[src/rtl/ckb_pkg.sv]
// Shared constants, codes and types of the canonical k-mer bucketer.
package ckb_pkg;

  localparam int MAX_EDGE_CHARS = 32;
  localparam int PREFIX_CHARS   = 8;

  localparam int WIN_W   = 2 * MAX_EDGE_CHARS;
  localparam int KEY_W   = 2 * PREFIX_CHARS;
  localparam int ALIGN_W = (WIN_W > KEY_W) ? WIN_W : KEY_W;
  localparam int N_W     = $clog2(MAX_EDGE_CHARS + 1);

  localparam int HIST_DEPTH = 1 << KEY_W;
  localparam int COUNT_W    = 32;
  localparam int BIR_W      = 32;
  localparam int RBASE_W    = 39;
  localparam int OFFS_W     = 41;
  localparam int SUM_W      = OFFS_W - 1;
  localparam int BKEY_W     = 16;
  localparam int K_W        = 5;
  localparam int CFG_W      = 16;
  localparam int CFG_IDX_W  = 2;

  localparam int FIFO_DEPTH = 4;
  localparam int FIFO_PTR_W = $clog2(FIFO_DEPTH);
  localparam int FIFO_CNT_W = $clog2(FIFO_DEPTH + 1);

  typedef enum logic {
    OP_PUSH  = 1'b0,
    OP_COUNT = 1'b1
  } op_t;

  typedef enum logic {
    KIND_OFFSET = 1'b0,
    KIND_COUNT  = 1'b1
  } kind_t;

  typedef enum logic [CFG_IDX_W-1:0] {
    CFG_K    = 2'd0,
    CFG_LOW  = 2'd1,
    CFG_HIGH = 2'd2
  } cfg_idx_t;

  // Canonical edge of the window held in the rolling registers
  typedef struct packed {
    logic              closed;
    logic [KEY_W-1:0]  key;
    logic              strand;
    logic [OFFS_W-1:0] offs;
  } canon_t;

  typedef struct packed {
    kind_t              kind;
    logic [BKEY_W-1:0]  key;
    logic               strand;
    logic [OFFS_W-1:0]  offs;
    logic [COUNT_W-1:0] count;
  } result_t;

endpackage

[src/rtl/ckb_if.sv]


interface ckb_result_if import ckb_pkg::*; ();
  logic               valid;
  logic               ready;
  logic               result_kind;
  logic [BKEY_W-1:0]  bucket_key;
  logic               strand;
  logic [OFFS_W-1:0]  encoded_offset;
  logic [COUNT_W-1:0] bucket_count;

  modport source (output valid, result_kind, bucket_key, strand, encoded_offset,
                  bucket_count, input ready);
  modport sink (input valid, result_kind, bucket_key, strand, encoded_offset,
                bucket_count, output ready);
endinterface

[src/rtl/ckb_skid_fifo.sv]
// Small result queue that decouples the pipeline from the result channel.
module ckb_skid_fifo import ckb_pkg::*; (
  input  logic                  clk,
  input  logic                  rst,
  input  logic                  push,
  input  result_t               push_data,
  output logic [FIFO_CNT_W-1:0] count,
  ckb_result_if.source          results
);

  result_t               slot [FIFO_DEPTH];
  logic [FIFO_PTR_W-1:0] wr_ptr, rd_ptr;
  logic                  pop;
  result_t               head;

  assign pop  = results.valid && results.ready;
  assign head = slot[rd_ptr];

  assign results.valid          = count != '0;
  assign results.result_kind    = head.kind;
  assign results.bucket_key     = head.key;
  assign results.strand         = head.strand;
  assign results.encoded_offset = head.offs;
  assign results.bucket_count   = head.count;

  always_ff @(posedge clk) begin
    if (push) begin
      slot[wr_ptr] <= push_data;
    end
  end

  // upstream credit check keeps push away from a full queue
  always_ff @(posedge clk) begin
    if (rst) begin
      wr_ptr <= '0;
      rd_ptr <= '0;
      count  <= '0;
    end else begin
      if (push) begin
        wr_ptr <= wr_ptr + 1'b1;
      end
      if (pop) begin
        rd_ptr <= rd_ptr + 1'b1;
      end
      count <= count + FIFO_CNT_W'(push) - FIFO_CNT_W'(pop);
    end
  end

endmodule

[src/flat_wrapper.sv]
// flat-port wrapper written by rule: the top's interface ports become plain ports
module ckb_skid_fifo_flat import ckb_pkg::*;
  (clk, rst, push, push_data, count, results_valid, results_result_kind, results_bucket_key, results_strand, results_encoded_offset, results_bucket_count, results_ready);
  ckb_result_if results_i ();
  input  logic clk;
  input  logic rst;
  input  logic push;
  input  result_t push_data;
  output logic [FIFO_CNT_W-1:0] count;
  output wire logic [$bits(results_i.valid)-1:0] results_valid;
  output wire logic [$bits(results_i.result_kind)-1:0] results_result_kind;
  output wire logic [$bits(results_i.bucket_key)-1:0] results_bucket_key;
  output wire logic [$bits(results_i.strand)-1:0] results_strand;
  output wire logic [$bits(results_i.encoded_offset)-1:0] results_encoded_offset;
  output wire logic [$bits(results_i.bucket_count)-1:0] results_bucket_count;
  input wire logic [$bits(results_i.ready)-1:0] results_ready;
  assign results_valid = results_i.valid;
  assign results_result_kind = results_i.result_kind;
  assign results_bucket_key = results_i.bucket_key;
  assign results_strand = results_i.strand;
  assign results_encoded_offset = results_i.encoded_offset;
  assign results_bucket_count = results_i.bucket_count;
  assign results_i.ready = results_ready;
  ckb_skid_fifo u_core (.clk(clk), .rst(rst), .push(push), .push_data(push_data), .count(count), .results(results_i));
endmodule
[config.mk]
export PLATFORM = sky130hd
export DESIGN_NAME = ckb_skid_fifo_flat
export DESIGN_NICKNAME = d
export VERILOG_FILES = /design/src/rtl/ckb_pkg.sv /design/src/rtl/ckb_if.sv /design/src/rtl/ckb_skid_fifo.sv /design/src/flat_wrapper.sv
export SDC_FILE = /design/constraint.sdc
export NUM_CORES = 1
export LEC_CHECK = 0
export BUFFER_PORTS_ARGS = -buffer_cell sky130_fd_sc_hd__buf_2
export CORE_MARGIN = 1
export CORE_UTILIZATION = 55
export DETAILED_ROUTE_END_ITERATION = 10
export HOLD_SLACK_MARGIN = 0.02
export PLACE_DENSITY = 0.77
export SLEW_MARGIN = 10
export SYNTH_ARGS = -nofsm -noshare
export SYNTH_HDL_FRONTEND = slang
export SYNTH_SLANG_ARGS = --single-unit
[constraint.sdc]
create_clock -name clk -period 4.1 [get_ports clk]
set_input_delay 0.82 -clock clk [delete_from_list [all_inputs] [get_ports clk]]
set_output_delay 0.82 -clock clk [all_outputs]
set_load 0.01 [all_outputs]
==> results by group <==
Run status
  • Status: complete, no violations

Finish
  • Filler cells: 1557
  • Layout Cells excl Fill: 1089
  • Area Overhead vs Synth: 18.2%
  • Multi-input logic area: 2320 um2
  • Share of cells above drive strength 1: 46.0%
  • Cell area after layout: 16200 um2
  • Final #Nets: 837
  • Reg area: 11100 um2

Floorplanning
  • Die Height: 160 um
  • # rows: 57
  • Die X: 160 um
  • Die area: 25500 um2
  • Core area: 24400 um2
  • Initial Util: 56.1%
  • Ports: 190

Global routing
  • First-pass GRT wire length: 38.6 mm
  • Global Route Usage Sum: 20.3%
  • Global route overflow: 0
  • Vias in the first global route: 6617
  • GR Util met3: 5.12%
  • Largest net degree at the start of global routing: 60
  • Met2 Resource Use GR: 33.2%
  • Initial antenna violation count: 4
  • Met1 usage: 26.9%
  • GR peak layer: met2

Critical path
  • Worst reg2reg path startpoint: u_core.wr_ptr[0]
  • Crit path launch type: flip-flop
  • Worst Path Arrival: 2.34 ns
  • CP endpoint kind: output port
  • Critical-path maximum fanout: 35
  • CP required: 3.28 ns
  • Worst Setup Path Type: flip-flop to output port

Synth
  • Register area share after synthesis: 81.2%
  • Avg Cell Area, Syn: 26.3 um2
  • Adder-cell share of the synthesized area: 0.695%
  • Simple-gate share of the synthesized area: 0.548%
  • Synth Warn #: 0
  • Main combinational cell family by area after synthesis: multiplexers
  • Ys async rst share: 0%
  • Commonest register cell after synthesis: edfxtp_1
  • Multiplexer area fraction after synthesis: 15.3%
  • Mapped Cells: 520
  • Mapped Area: 13700 um2
  • Netlist cell types: 20
  • Synth Area in XOR/XNOR: 0.238%
  • Syn_nets: 622
  • #FFs+latches synth: 373
  • Compound-gate portion of the synthesized area: 0.128%
  • Number of enable flip-flop cells after synthesis: 364

Pwr
  • Max VDD drop: 0.378 mV
  • Cell Pwr Density: 583 nW/um2
  • Leak pwr: 5.46 nW

CTS
  • TritonCTS Buffers: 37
  • Clock buffer depth: 3
  • Root Buffer: clkbuf_16
  • Worst-path clk slew: 0.06 ns
  • CTS resizes: 0
  • Skew-Pair Late Insertion Delay: 0.51 ns
  • Hold Buf Count CTS: 0
  • # clock sinks: 373
  • H-tree levels: 2
  • Setup bufs post-CTS: 0
  • CTS tree: done

Timing
  • Fmax: 316 MHz
  • Crit path time final: 3.16 ns
  • Slew @ Worst Pin: 0.874 ns
  • Final Max Tran Viols: 0
  • Final Hold Fails: 0
  • Clock skew: 0.0186 ns
  • Setup ws final: 0.935 ns
  • Tcrit/Tclk final: 77.2%
  • Final setup fails: 0
  • Slew HR: 41.7%
  • Unrepaired setup endpoints after global routing: no
  • Fin Setup TNS: 0 ns

Place
  • GPL Wtd Cong: 0.740
  • Placement Cell Area: 15000 um2
  • Port Buffers: 189
  • Setup Slack @ Placement: 1.40 ns
  • DP Wirelength: 15.0 mm
  • Placed Cells: 1020

Drt
  • DR WL/cell: 23.1 um
  • Via count: 6162
  • TritonRoute pass-1 iters: 6
  • Drc violations: 0
  • DR iter-0 viols: 511
  • DRT Wirelength: 25.2 mm
  • Antenna-violating nets left: 0
  • Vias/cell: 5.66

Hold path
  • HP Start: push_data[88]
  • Worst hold path class: primary input to flip-flop

Job
  • # Max-Cap Violations: 0
## cell usage after synthesis, types with 2 or more instances
| cell | count | share of area [%] |
|---|---|---|
| dfxtp_1 | 9 | 1.3 |
| mux4_2 | 91 | 15 |
| buf_12 | 9 | 1.3 |
| and2_1 | 4 | 0.18 |
| ha_1 | 6 | 0.55 |
| clkbuf_1 | 2 | 0.055 |
| nor2b_1 | 4 | 0.18 |
| edfxtp_1 | 364 | 80 |
| buf_2 | 9 | 0.33 |
| inv_1 | 6 | 0.16 |
| mux2_2 | 3 | 0.25 |
| nor2_1 | 5 | 0.14 |
## path summary, 6_finish.rpt
| check | to | slack [ns] | cells after the start |
|---|---|---|---|
| min reg2reg | u_core.wr_ptr[1] | 0.57 | 2 |
| max | results_bucket_key[2] | 0.94 | 3 |
| min | u_core.slot[3][88] | 0.52 | 1 |
| max reg2reg | u_core.slot[1][53] | 2.00 | 3 |
## final cells by class
type	instances	share of cell area [%]
multi-input combinational	120	14.4
clock inverter	18	1.16
timing repair buffer	197	6.68
antenna	2	0.0309
sequential	373	68.7
inverter	6	0.139
clock buffer	49	6.39
tap	324	2.51
## flip-flops by register name (all words and copies together), names as in the netlist, named ones only
signal,count
u_core.wr_ptr,2
u_core.count,3
u_core.rd_ptr,2
u_core.slot,364
## critical path, cell delays in order, from the launching register on
cell and delay (ns):
dfxtp_4 0.72, buf_12 0.34, mux4_2 0.56, buf_2 0.16
## stage by stage
stage	total power, mW	utilization [%]	hold slack [ns]
floorplan	5.72	-	0.514
global placement	6.15	61.3	0.535
detailed placement	6.20	61.3	0.565
CTS	9.54	66.3	0.502
global route	9.78	66.3	0.509
finish	9.44	66.3	0.523
## logic make-up after synthesis
kind of cell    Yosys count
mux                      95
xor+xnor                  2
simple gates             14
fa+ha+maj                 7
compound gates            2
flops                   373
buf+inv                  27
## cell usage in the layout (no fill, tap or decap), drive strengths merged, types with 2 or more instances in the layout
cell type,instances
buf,197
clkinv,13
and2,4
nor2,5
mux4,91
edfxtp,364
mux2,3
nor2b,4
dfxtp,9
bufinv,4
diode,2
clkbuf,49
inv,7
ha,6
## power breakdown
group          switching (mW)  total, mW  internal, mW
sequential              0.137       4.53          4.40
combinational           0.750       1.56         0.808
clock                    1.32       3.34          2.03
total                    2.20       9.44          7.23
## layer usage
metal	wire [um]	part of all wire [%]
met5	27	0.11
met2	12600	50
met1	10000	40
met3	1800	7.2
met4	648	2.6
(Power assumes the default switching activity.)
